`config.mk`:
```
export PLATFORM = sky130hd
export DESIGN_NAME = integer_to_ascii_formatter
export DESIGN_NICKNAME = d
export VERILOG_FILES = /design/src/design/i2a_pkg.sv /design/src/design/i2a_ctrl.sv /design/src/design/i2a_dpath.sv /design/src/design/integer_to_ascii_formatter.sv
export SDC_FILE = /design/constraint.sdc
export NUM_CORES = 1
export LEC_CHECK = 0
export ABC_AREA = 0
export BUFFER_PORTS_ARGS = -buffer_cell sky130_fd_sc_hd__buf_4
export CAP_MARGIN = 5
export CORE_MARGIN = 4
export CORE_UTILIZATION = 58
export DETAILED_ROUTE_END_ITERATION = 10
export PLACE_DENSITY_LB_ADDON = 0.1
export SLEW_MARGIN = 20
export SYNTH_ARGS = -nofsm -noshare
export SYNTH_HDL_FRONTEND = slang
export SYNTH_HIERARCHICAL = 1
export SYNTH_SLANG_ARGS = --single-unit
```
`constraint.sdc`:
```
create_clock -name clk_i -period 9.1 [get_ports clk_i]
set_clock_uncertainty 0.05 [all_clocks]
set_input_delay 2.275 -clock clk_i [delete_from_list [all_inputs] [get_ports clk_i]]
set_output_delay 2.275 -clock clk_i [all_outputs]
set_load 0.05 [all_outputs]
```
`src/design/i2a_pkg.sv`:
```
`timescale 1ns / 1ps
// ----------------------------------------------------------------------------
// i2a_pkg: integer to ASCII formatter package
// Shared payload types, character codes, mode codes, controller state and the
// command/status bundles between controller and datapath.
// ----------------------------------------------------------------------------
package i2a_pkg;

  localparam int unsigned MODE_W = 2;
  localparam int unsigned IN_VALUE_W = 32;
  localparam int unsigned CHAR_W = 8;

  localparam logic [MODE_W-1:0] MODE_UDEC = 2'd0;
  localparam logic [MODE_W-1:0] MODE_SDEC = 2'd1;
  localparam logic [MODE_W-1:0] MODE_HEX = 2'd2;
  // Bit of mode that selects hexadecimal (the unused code also prints hex).
  localparam int unsigned MODE_HEX_BIT = 1;

  localparam logic [CHAR_W-1:0] CHAR_MINUS = 8'h2D;
  localparam logic [CHAR_W-1:0] CHAR_ZERO = 8'h30;
  localparam logic [CHAR_W-1:0] CHAR_A = 8'h41;
  localparam logic [CHAR_W-1:0] CHAR_A_BASE = CHAR_A - 8'd10;

  typedef struct packed {
    logic [MODE_W-1:0]     mode;
    logic [IN_VALUE_W-1:0] value;
  } in_item_t;

  typedef struct packed {
    logic [CHAR_W-1:0] text_char;
    logic              last_char;
  } out_item_t;

  typedef enum logic [2:0] {
    ST_IDLE,
    ST_CONVERT,
    ST_SKIP,
    ST_SIGN,
    ST_EMIT
  } state_e;

  typedef struct packed {
    logic load;
    logic dabble;
    logic skip;
    logic emit_sign;
    logic emit_digit;
  } cmd_t;

  typedef struct packed {
    logic hex;
    logic neg;
    logic dabble_done;
    logic top_zero;
    logic left_one;
    logic out_free;
  } sts_t;

endpackage

```
`src/design/i2a_ctrl.sv`:
```
`timescale 1ns / 1ps
// ----------------------------------------------------------------------------
// i2a_ctrl: formatter controller
// Sequences load, binary-to-BCD conversion, leading-zero skip, sign and
// character output by commands to the datapath.
// ----------------------------------------------------------------------------
module i2a_ctrl import i2a_pkg::*; (
  input  logic clk_i,
  input  logic rst_ni,
  input  logic in_valid_i,
  output logic in_stall_o,
  input  sts_t sts_i,
  output cmd_t cmd_o
);

  state_e state_q, state_d;

  always_ff @(posedge clk_i or negedge rst_ni) begin
    if (!rst_ni) begin
      state_q <= ST_IDLE;
    end else begin
      state_q <= state_d;
    end
  end

  // Next state
  always_comb begin
    state_d = state_q;
    unique case (state_q)
      ST_IDLE: begin
        if (in_valid_i) begin
          state_d = ST_CONVERT;
        end
      end
      ST_CONVERT: begin
        if (sts_i.hex || sts_i.dabble_done) begin
          state_d = ST_SKIP;
        end
      end
      ST_SKIP: begin
        if (!sts_i.top_zero || sts_i.left_one) begin
          state_d = sts_i.neg ? ST_SIGN : ST_EMIT;
        end
      end
      ST_SIGN: begin
        if (sts_i.out_free) begin
          state_d = ST_EMIT;
        end
      end
      ST_EMIT: begin
        if (sts_i.out_free && sts_i.left_one) begin
          state_d = ST_IDLE;
        end
      end
      default: state_d = ST_IDLE;
    endcase
  end

  // Outputs
  always_comb begin
    cmd_o = '0;
    in_stall_o = 1'b1;
    unique case (state_q)
      ST_IDLE: begin
        in_stall_o = 1'b0;
        cmd_o.load = in_valid_i;
      end
      ST_CONVERT: cmd_o.dabble = !sts_i.hex && !sts_i.dabble_done;
      ST_SKIP:    cmd_o.skip = sts_i.top_zero && !sts_i.left_one;
      ST_SIGN:    cmd_o.emit_sign = sts_i.out_free;
      ST_EMIT:    cmd_o.emit_digit = sts_i.out_free;
      default:    cmd_o = '0;
    endcase
  end

endmodule

```
`src/design/i2a_dpath.sv`:
```
`timescale 1ns / 1ps
// ----------------------------------------------------------------------------
// i2a_dpath: formatter datapath
// Holds the magnitude, the digit shift register (BCD or hex nibbles, most
// significant at the top), the counters and the output register.
// ----------------------------------------------------------------------------
module i2a_dpath import i2a_pkg::*; #(
  parameter int unsigned VALUE_BITS = 32
) (
  input  logic                  clk_i,
  input  logic                  rst_ni,
  input  logic [MODE_W-1:0]     mode_i,
  input  logic [VALUE_BITS-1:0] value_i,
  input  cmd_t                  cmd_i,
  output sts_t                  sts_o,
  output logic                  out_valid_o,
  input  logic                  out_stall_i,
  output out_item_t             out_data_o
);

  // Decimal digit count: floor(N * log10(2)) + 1
  localparam int unsigned DEC_DIGITS = ((VALUE_BITS * 1233) >> 12) + 1;
  localparam int unsigned HEX_DIGITS = (VALUE_BITS + 3) / 4;
  localparam int unsigned DIG_W = 4 * DEC_DIGITS;
  localparam int unsigned HEX_W = 4 * HEX_DIGITS;
  localparam int unsigned LEFT_W = $clog2(DEC_DIGITS + 1);
  localparam int unsigned BIT_CNT_W = $clog2(VALUE_BITS + 1);

  logic [VALUE_BITS-1:0] mag_q, mag_d;
  logic [DIG_W-1:0]      digits_q, digits_d;
  logic [LEFT_W-1:0]     left_q, left_d;
  logic [BIT_CNT_W-1:0]  bit_cnt_q, bit_cnt_d;
  logic                  hex_q, hex_d;
  logic                  neg_q, neg_d;
  logic                  out_valid_q, out_valid_d;
  out_item_t             out_q, out_d;

  logic                  in_neg;
  logic [DIG_W-1:0]      dabble_adj;
  logic [3:0]            top_digit;
  logic                  out_free;

  assign top_digit = digits_q[DIG_W-1 -: 4];
  assign out_free = !out_valid_q || !out_stall_i;
  assign in_neg = (mode_i == MODE_SDEC) && value_i[VALUE_BITS-1];

  // Add 3 to every BCD digit of 5 or more before the shift
  always_comb begin
    for (int i = 0; i < DEC_DIGITS; i++) begin
      if (digits_q[4*i +: 4] >= 4'd5) begin
        dabble_adj[4*i +: 4] = digits_q[4*i +: 4] + 4'd3;
      end else begin
        dabble_adj[4*i +: 4] = digits_q[4*i +: 4];
      end
    end
  end

  always_comb begin
    mag_d = mag_q;
    digits_d = digits_q;
    left_d = left_q;
    bit_cnt_d = bit_cnt_q;
    hex_d = hex_q;
    neg_d = neg_q;
    out_d = out_q;
    out_valid_d = out_valid_q && out_stall_i;

    if (cmd_i.load) begin
      hex_d = mode_i[MODE_HEX_BIT];
      neg_d = !mode_i[MODE_HEX_BIT] && in_neg;
      mag_d = in_neg ? (~value_i + 1'b1) : value_i;
      bit_cnt_d = BIT_CNT_W'(VALUE_BITS);
      if (mode_i[MODE_HEX_BIT]) begin
        digits_d = DIG_W'(HEX_W'(value_i)) << (DIG_W - HEX_W);
        left_d = LEFT_W'(HEX_DIGITS);
      end else begin
        digits_d = '0;
        left_d = LEFT_W'(DEC_DIGITS);
      end
    end

    if (cmd_i.dabble) begin
      digits_d = {dabble_adj[DIG_W-2:0], mag_q[VALUE_BITS-1]};
      mag_d = mag_q << 1;
      bit_cnt_d = bit_cnt_q - 1'b1;
    end

    if (cmd_i.skip || cmd_i.emit_digit) begin
      digits_d = digits_q << 4;
      left_d = left_q - 1'b1;
    end

    if (cmd_i.emit_sign) begin
      out_d.text_char = CHAR_MINUS;
      out_d.last_char = 1'b0;
      out_valid_d = 1'b1;
    end

    if (cmd_i.emit_digit) begin
      if (top_digit < 4'd10) begin
        out_d.text_char = CHAR_ZERO + {4'b0, top_digit};
      end else begin
        out_d.text_char = CHAR_A_BASE + {4'b0, top_digit};
      end
      out_d.last_char = (left_q == LEFT_W'(1));
      out_valid_d = 1'b1;
    end
  end

  always_ff @(posedge clk_i or negedge rst_ni) begin
    if (!rst_ni) begin
      out_valid_q <= 1'b0;
      left_q <= '0;
      bit_cnt_q <= '0;
      hex_q <= 1'b0;
      neg_q <= 1'b0;
    end else begin
      out_valid_q <= out_valid_d;
      left_q <= left_d;
      bit_cnt_q <= bit_cnt_d;
      hex_q <= hex_d;
      neg_q <= neg_d;
    end
  end

  always_ff @(posedge clk_i) begin
    mag_q <= mag_d;
    digits_q <= digits_d;
    out_q <= out_d;
  end

  always_comb begin
    sts_o.hex = hex_q;
    sts_o.neg = neg_q;
    sts_o.dabble_done = (bit_cnt_q == '0);
    sts_o.top_zero = (top_digit == 4'd0);
    sts_o.left_one = (left_q == LEFT_W'(1));
    sts_o.out_free = out_free;
  end

  assign out_valid_o = out_valid_q;
  assign out_data_o = out_q;

endmodule

```
`src/design/integer_to_ascii_formatter.sv`:
```
`timescale 1ns / 1ps
// ----------------------------------------------------------------------------
// integer_to_ascii_formatter: integer to ASCII text
// Prints one value per transfer as unsigned decimal, signed decimal or
// uppercase hex, one character per output transfer, most significant first.
// ----------------------------------------------------------------------------
//
//  Channel | Handshake              | Payload
//  --------+------------------------+-------------------------------------
//  in      | in_valid_i / in_stall_o| in_data_i  {mode, value}
//  out     | out_valid_o/ out_stall_i| out_data_o {text_char, last_char}
//
// Steps per value: accept; the converter state, which hex passes straight
// through and decimal uses for one shift-and-add-3 step per bit; skip of
// leading zero digits or nibbles (the last one is always printed); a minus
// sign for a negative signed decimal value; then the remaining digits or
// nibbles, printed one per output transfer.
// Reset clears the controller and the output valid; no clearing pass.
// Output stalls hold the character register and pause the controller; a new
// value is taken once the last character has been moved into the output
// register, even while it still waits for its transfer.
//
module integer_to_ascii_formatter import i2a_pkg::*; #(
  parameter int unsigned VALUE_BITS = 32
) (
  input  logic      clk_i,
  input  logic      rst_ni,
  input  logic      in_valid_i,
  output logic      in_stall_o,
  input  in_item_t  in_data_i,
  output logic      out_valid_o,
  input  logic      out_stall_i,
  output out_item_t out_data_o
);

  cmd_t                  cmd;
  sts_t                  sts;
  logic [VALUE_BITS-1:0] value_in;

  // Fit the input word to the working width: drop high bits or zero-extend.
  if (VALUE_BITS <= IN_VALUE_W) begin : g_trunc
    assign value_in = in_data_i.value[VALUE_BITS-1:0];
  end else begin : g_ext
    assign value_in = {{(VALUE_BITS - IN_VALUE_W){1'b0}}, in_data_i.value};
  end

  i2a_ctrl u_ctrl (
    .clk_i      (clk_i),
    .rst_ni     (rst_ni),
    .in_valid_i (in_valid_i),
    .in_stall_o (in_stall_o),
    .sts_i      (sts),
    .cmd_o      (cmd)
  );

  i2a_dpath #(
    .VALUE_BITS (VALUE_BITS)
  ) u_dpath (
    .clk_i       (clk_i),
    .rst_ni      (rst_ni),
    .mode_i      (in_data_i.mode),
    .value_i     (value_in),
    .cmd_i       (cmd),
    .sts_o       (sts),
    .out_valid_o (out_valid_o),
    .out_stall_i (out_stall_i),
    .out_data_o  (out_data_o)
  );

endmodule
```
# Word-level counts from Yosys, hierarchy flattened
# Index checks and enable logic that the tools add are counted.
[word_totals]
out_inout_bits = 11
reg_bits = 97
input_bits = 38
[classes]
magnitude_cmp = 11
muxes = 40
bitwise = 1
reduce_logical = 25
eq_ne = 11
addsub = 15
[ops]
columns = ["operator", "count"]
rows = [
  ["$mux W40", 4],
  ["$mux W32", 3],
  ["$mux W4", 11],
  ["$ge A4 B3 Y1 const B", 10],
  ["$add A4 B2 Y4 const B", 9],
  ["$add A32 B1 Y32 const B", 1],
  ["$not A32 Y32", 1],
  ["$mux W3", 7],
  ["$mux W9", 2],
  ["$pmux W3 S5", 1],
  ["$add A6 B4 Y7 const A", 2],
  ["$mux W6", 2],
  ["$mux W1", 8],
  ["$mux W8", 1],
  ["$ne A2 B1 Y1 const B", 4],
  ["$logic_not A1 Y1", 7],
  ["$eq A3 B2 Y1 const B", 2],
  ["$logic_and A1 B1 Y1", 6],
  ["$logic_not A6 Y1", 1],
  ["$reduce_bool A2 Y1", 3],
  ["$sub A6 B1 Y6 const B", 1],
  ["$reduce_and A5 Y1", 1],
  ["$eq A4 B1 Y1 const B", 1],
  ["$logic_not A4 Y1", 1],
  ["11 further kinds", 14],
]

# Longest topological paths before layout
# Gate-level depths: netlist of run 1.
[logic_depth]
depth_word = 6
ltp_mapped = 12
mapped_depth_nobuf = 10

# Modules after synthesis
# The synthesis of run 1 kept the hierarchy.
[modules_own_cells]
columns = ["module", "seq_area_each_um2", "n_inst", "cells_per_inst", "area_each_um2"]
rows = [
  ["i2a_dpath", 2677.6, 1, 639, 5985.7],
  ["i2a_ctrl", 75.1, 1, 27, 227.7],
]

# Worst setup path before layout of run 1
# Ideal clock, no wire load.
[synth_timing]
path_type = "input-to-reg"
startpoint = "input port out_stall_i"
endpoint = "register u_dpath.digits_q[10], enable pin"
setup_slack_ns = 4.443
cell_stages = 7
n_path_buf = 3
arrival_time_ns = 4.103
setup_ns = 0.504
cell_sequence = "nand2_1 -> buf_4 -> and3_1 -> buf_2 -> nor2_1 -> clkbuf_1 -> nand2_1"
[synth_rtl]
columns = ["item", "line_no", "text"]
rows = [
  ["start, declared", "integer_to_ascii_formatter.sv:32", "input logic out_stall_i,"],
  ["end signal, assigned", "i2a_dpath.sv:128", "digits_q <= digits_d;"],
  ["end, declared", "i2a_dpath.sv:30", "logic [DIG_W-1:0] digits_q, digits_d;"],
]

==> metrics.txt, run 1 <==
remaining antenna violation count 0; Mapped Avg Cell Area 9.33 sq um; post-synthesis register bit count 96; setup violators final 0; DPL Wire Length 10400 microns; # IOs 49; share of cells above drive strength 1 0.130; Initial Util 0.599; die width 112 microns; vias in the first global route 5031; dominant synthesized flop cell edfxtp_1; maximum vdd drop 0.000220 V; critical path's top delay family simple AND/OR/NAND/NOR gates; crit-path cells buf_4, inv_1, nor2_1, nand2_1, nor3_1, mux2i_1, nand2_1; min Tclk post-route 4.21 ns; DP Area 6610 sq um; Ys Warns 6; CTS tree built; met1 wire length 6620 microns; sequential-to-total area share from yosys stat 0.443; xor and xnor area share after synthesis 0.0564; post-DR wirelength/cell 18.4 microns; Worst slew margin 0.340; most common library cells after synthesis nand2_1, edfxtp_1, a21oi_1; adder-cell share of the synthesized area 0.0503; top-count cell post-synth nand2_1; ANT cells 0; Met3 Wirelength 765 microns; PwrDens 348 nW/um^2; largest net degree at the start of global routing 61; FMAX 0.237 GHz; RSZ-0062 raised after global routing false; mux contribution to synthesized area 0.0236; Tightest Hold Check Type flip-flop to flip-flop; element type at the critical path end flip-flop; WP data required 9.30 ns; Via density 6.14; Crit Path Class input pin to flip-flop; EDFF count, synth 75; Setup Fix Bufs, Post-CTS 0; final hold violations 0; startpoint class of the critical path input pin; Most common cell on crit path nand2_1; grt total ovfl 0; DRT iter0 DRCs 524; peak per-stage delay on the critical path 0.78 ns; MaxCap Viol Count 0; Post-synth ARST share 0.167; First-pass DRT Iterations 5; clk sink count 96; top cells by area, synth edfxtp_1, dfrtp_1, nand2_1; core area 10400 sq um; area fraction of the dominant cell type after synthesis 0.362; worst-path fanout max 29; Compound-Gate Fraction of Synth Area 0.188; Worst-Skew Late Latency 0.38 ns; Worst EP arrival 4.42 ns; via count 5087; fin crit share 0.463; TNS Setup 0 ns; Lkg Pwr 2.54 nW; actual slew at the worst max-slew pin 0.991 ns; Post-CTS Resized 0; largest family of logic cells by synthesized area simple AND/OR/NAND/NOR gates; fraction of the mapped netlist area in simple logic gates 0.191; post-layout instance area 6780 sq um; chip height 112 microns; Clock Tree Root clkbuf_8; Area Growth Syn to Fin 9.10%; first-pass GRT wire length 24800 microns; Met2 Wirelength 7500 microns; Hold Buf Count CTS 0; cell taking the most area after synthesis edfxtp_1; Highest Signal Layer met4; total track usage 0.245; Placed Cells 813; Buf+Inv Stages, Crit Path 2; clock slew at reported path FFs 0.10 ns; htree depth 3; number of port buffers 47; outcome complete, no violations; # rows 37; initial antenna violation count 0; Max Transition Viols Final 0; die area 12400 sq um; syn nets 729; final net count 751; total CTS buffers 9; Post-Route WL 15200 microns; Synth Instances 666; library cells used by synthesis 65; CTS max path bufs 2; Slowest cell on crit path nand2_1; Cell Area, Synth 6210 sq um; DR DRC count 0; Final Instance Count excl. Fillers 829; GP Congestion 0.855
flip-flops by register name, summed over array words and instances (netlist names):
signal               flops
u_dpath/out_valid_o      1
u_dpath/digits_q        40
u_dpath/left_q           4
u_dpath/out_data_o       8
u_dpath/bit_cnt_q        6
u_dpath/hex_q            1
u_dpath/mag_q           32
u_dpath/neg_q            1
u_ctrl/state_q           3
kinds of logic (layout without fill, tap and decap cells):
logic type | Yosys count | after routing
buffers and inverters | 73 | 100
muxes | 14 | 14
AOI/OAI and AO/OA | 187 | 187
other | 1 | 1
adders and majority gates | 25 | 25
xor gates and xnor gates | 40 | 40
DFF | 96 | 96
and+or+nand+nor | 230 | 230
metal layers:
metal | vias to the layer above | global-route usage
met1 | 2446 | 0.313
met3 | 27 | 0.0283
met4 | 0 | 0.102
met5 | - | 0
li1 | 2440 | -
met2 | 174 | 0.424
path summary, 6_finish.rpt:
kind / startpoint / end / slack [ns] / depth (start not counted)
max: in_valid_i / u_dpath/mag_q[30] / 4.89 / 7
min: u_dpath/bit_cnt_q[5] / u_dpath/bit_cnt_q[5] / 0.43 / 1
max reg2reg: u_dpath/digits_q[37] / u_dpath/left_q[2] / 5.78 / 10
min reg2reg: u_dpath/bit_cnt_q[5] / u_dpath/bit_cnt_q[5] / 0.43 / 1
max in group asynchronous: rst_ni / u_dpath/neg_q / 7.12 / 1
min in group asynchronous: rst_ni / u_ctrl/state_q[2] / 1.68 / 1
layout by cell type (no fill, tap or decap), drive strengths merged, types with 14 or more instances in the layout:
cell / n
a21oi: 50
a31oi: 23
buf: 51
dfrtp: 16
edfxtp: 75
ha: 25
inv: 34
nand2: 87
nand2b: 19
nand3: 15
nor2: 42
nor3: 14
o21ai: 55
xnor2: 23
xor2: 17
metrics by stage:
stage                     total power [W]  setup WS [ns]  hold WS (ns)  utilization
after CTS                         0.00236           4.72         0.436        0.654
final                             0.00236           4.89         0.433        0.654
after global routing              0.00254           4.68         0.457        0.654
after detailed placement          0.00209           4.31         0.424        0.637
after global placement            0.00203           4.44         0.419        0.637
after floorplan                   0.00180           4.44         0.401            -
layout make-up:
cell class	count	area (sq um)
multi-input combinational	497	3180
tap	136	170
clock inverter	3	15.0
inverter	33	124
clock buffer	13	159
timing repair buffer	51	383
fill	865	3590
sequential	96	2750
power breakdown:
| group | leakage [nW] | total, W | switching [W] | internal, W |
|---|---|---|---|---|
| registers | 0.970 | 0.000973 | 0.000166 | 0.000806 |
| logic | 1.48 | 0.00112 | 0.000708 | 0.000414 |
| clock network | 0.0914 | 0.000267 | 0.000153 | 0.000114 |
worst register-to-register path, cell delays in order (launching register included):
cell,delay (ns)
edfxtp_1,0.48
inv_1,0.17
ha_1,0.28
nor2b_1,0.23
nor2b_1,0.20
nand2b_1,0.12
nor3_1,0.33
or2_2,0.85
nor2_1,0.20
o21ai_0,0.22
o21ai_0,0.10
Power figures use the tool's default switching activity.
==> run 2: changes to the inputs <==
==> constraint.sdc (replaced) <==
create_clock -name clk_i -period 4 [get_ports clk_i]
set_clock_uncertainty 0.05 [all_clocks]
set_input_delay 1 -clock clk_i [delete_from_list [all_inputs] [get_ports clk_i]]
set_output_delay 1 -clock clk_i [all_outputs]
set_load 0.05 [all_outputs]
==> run 2 against run 1 <==
Wire length is 2.2% lower. Clock power grew to 2.5 times the previous value. Setup slack worse by 4.0 ns. Flip-flop and latch count stayed put. Combinational power is 130% higher. Hold slack worse by 0.013 ns. Highest routed layer unchanged. Die area stayed put. Sequential power is 130% higher. Global-route usage is 0.24 points lower. Cell area is 1.2% higher. Cell count is 0.60% higher.
==> metrics.txt, run 2 (synthesized netlist as in run 1, its figures left out) <==
outcome complete, no violations (unchanged); fin crit share 0.777; post-DR wirelength/cell 17.9 microns (was 18.4 microns); DPL Wire Length 10400 microns (about the same); Hold Buf Count CTS 0 (unchanged); Post-Route WL 14900 microns (was 15200 microns); CTS max path bufs 2 (unchanged); worst hold slack 0.420 ns (was 0.433 ns); worst reg2reg startpoint u_dpath/digits_q[37] (unchanged); final hold violations 0 (unchanged); Seq pwr share 0.402 (was 0.412); share of cells above drive strength 1 0.138 (was 0.130); chip height 112 microns (unchanged); Slowest cell on crit path or2_2 (was nand2_1); Place WS 0.870 ns (was 4.31 ns); DRT iter0 DRCs 411 (was 524); initial antenna violation count 0 (unchanged); Most common cell on crit path nor2b_1 (was nand2_1); TNS Setup 0 ns (unchanged); RSZ-0062 raised after global routing false (unchanged); Buf+Inv Stages, Crit Path 1 (was 2); r2r setup slk 0.89 ns (was 5.78 ns); # rows 37 (unchanged); crit-path cells inv_1, ha_1, nor2b_1, nor2b_1, nand2b_1, nor3_1, or2_2, nor2_1, a22o_1 (was buf_4, inv_1, nor2_1, nand2_1, nor3_1, mux2i_1, nand2_1); Worst-Skew Late Latency 0.38 ns (about the same); grt total ovfl 0 (unchanged); largest register by flop count u_dpath/digits_q (unchanged); peak per-stage delay on the critical path 0.82 ns (was 0.78 ns); min Tclk post-route 3.11 ns; die area 12400 sq um (unchanged); maximum vdd drop 0.000498 V (was 0.000220 V); core area 10400 sq um (unchanged); final net count 756 (was 751); worst-path fanout max 54 (was 29); CTS tree built (unchanged); Lkg Pwr 2.58 nW (was 2.54 nW); # IOs 49 (unchanged); First-pass DRT Iterations 5 (unchanged); Int Power 0.00315 W (was 0.00133 W); Max Transition Viols Final 0 (unchanged); GP Congestion 0.875 (was 0.855); Clock Tree Root clkbuf_8 (unchanged); Final Instance Count excl. Fillers 834 (was 829); reg2reg end u_dpath/digits_q[6] (was u_dpath/left_q[2]); setup violators final 0 (unchanged); actual slew at the worst max-slew pin 0.979 ns (was 0.991 ns); largest net degree at the start of global routing 56 (was 61); FMAX 0.322 GHz; via count 5114 (was 5087); WP data required 4.09 ns (was 9.30 ns); htree depth 3 (unchanged); Initial Util 0.599 (unchanged); critical path's top delay family simple AND/OR/NAND/NOR gates (unchanged); Tightest Hold Check Type input pin to async pin (was flip-flop to flip-flop); Placed Cells 818 (was 813); Via density 6.13 (was 6.14); first-pass GRT wire length 24400 microns (was 24800 microns); DR DRC count 0 (unchanged); commonest non-fill, non-tap cell in the layout nand2_1 (unchanged); clock slew at reported path FFs 0.10 ns (about the same); total CTS buffers 9 (unchanged); Tot Pwr 0.00549 W (was 0.00236 W); Crit Path Class flip-flop to flip-flop (was input pin to flip-flop); most frequent cells in the layout nand2_1, edfxtp_1, buf_4 (unchanged); Clk pwr share 0.124 (was 0.113); Setup Fix Bufs, Post-CTS 0 (unchanged); NetSw 0.00234 W (was 0.00103 W); die width 112 microns (unchanged); ANT cells 0 (unchanged); Crit. path cell count 9 (was 7); number of port buffers 47 (unchanged); Worst EP arrival 3.20 ns (was 4.42 ns); MaxCap Viol Count 0 (unchanged); startpoint class of the critical path flip-flop (was input pin); vias in the first global route 4981 (was 5031); FF-to-FF path depth 9 (was 10); Comb power frac 0.474 (was 0.475); clk sink count 96 (unchanged); PnR worst setup slack 0.891 ns (was 4.89 ns); Area Growth Syn to Fin 10.4% (was 9.10%); sw frac 0.426 (was 0.435); PwrDens 800 nW/um^2 (was 348 nW/um^2); max reg flops 40 (unchanged); remaining antenna violation count 0 (unchanged); Post-CTS Resized 0 (unchanged); total track usage 0.243 (was 0.245); Worst slew margin 0.348 (was 0.340); element type at the critical path end flip-flop (unchanged)
==> run 2: cell types whose count changed in the layout (fill, tap and decap cells not counted), sizes merged <==
cell / previous run / this run
clkinvlp: 0 / 1
clkbuf: 13 / 11
buf: 51 / 56
bufinv: 0 / 1
clkinv: 2 / 3
inv: 34 / 33
==> run 2: how the worst max path moves through the flow <==
| stage | end | slack (ns) | from |
|---|---|---|---|
| 2_1_floorplan | u_dpath/digits_q[10] | 0.62 | out_stall_i |
| 3_3_place_gp | u_dpath/digits_q[6] | 0.96 | out_stall_i |
| 3_5_place_dp | u_dpath/digits_q[4] | 0.87 | out_stall_i |
| 4_1_cts | u_dpath/digits_q[6] | 0.91 | u_dpath/digits_q[37] |
| 5_1_grt | u_dpath/left_q[2] | 0.51 | u_dpath/digits_q[37] |
| 6_report | u_dpath/digits_q[6] | 0.89 | u_dpath/digits_q[37] |
==> run 2: metal layers <==
| layer | global-route usage | vias up | share of wire |
|---|---|---|---|
| met5 | 0 | - | 0 |
| met3 | 0.0440 | 32 | 0.062 |
| met1 | 0.311 | 2445 | 0.42 |
| met2 | 0.409 | 185 | 0.49 |
| li1 | - | 2452 | - |
| met4 | 0.0957 | 0 | 0.028 |
==> run 2: final cells by class <==
type / instances / area (sq um)
Clock inverter: 5 / 55.1
Fill cell: 835 / 3510
Inverter: 33 / 124
Tap cell: 136 / 170
Multi-Input combinational cell: 497 / 3180
Sequential cell: 96 / 2750
Timing Repair Buffer: 56 / 433
Clock buffer: 11 / 151
==> run 2: power by group through the flow <==
stage | clock (W) | sequential, W | combinational, W
final | 0.000680 | 0.00221 | 0.00261
after global routing | 0.000733 | 0.00227 | 0.00292
after CTS | 0.000693 | 0.00220 | 0.00260
after floorplan | 0 | 0.00215 | 0.00194
after global placement | 0 | 0.00219 | 0.00249
after detailed placement | 0 | 0.00221 | 0.00259
==> run 2: through the flow <==
stage / area, sq um / utilization
floorplan: 6210 / -
global placement: 6660 / 0.642
detailed placement: 6660 / 0.642
CTS: 6860 / 0.662
global route: 6860 / 0.662
finish: 6860 / 0.662
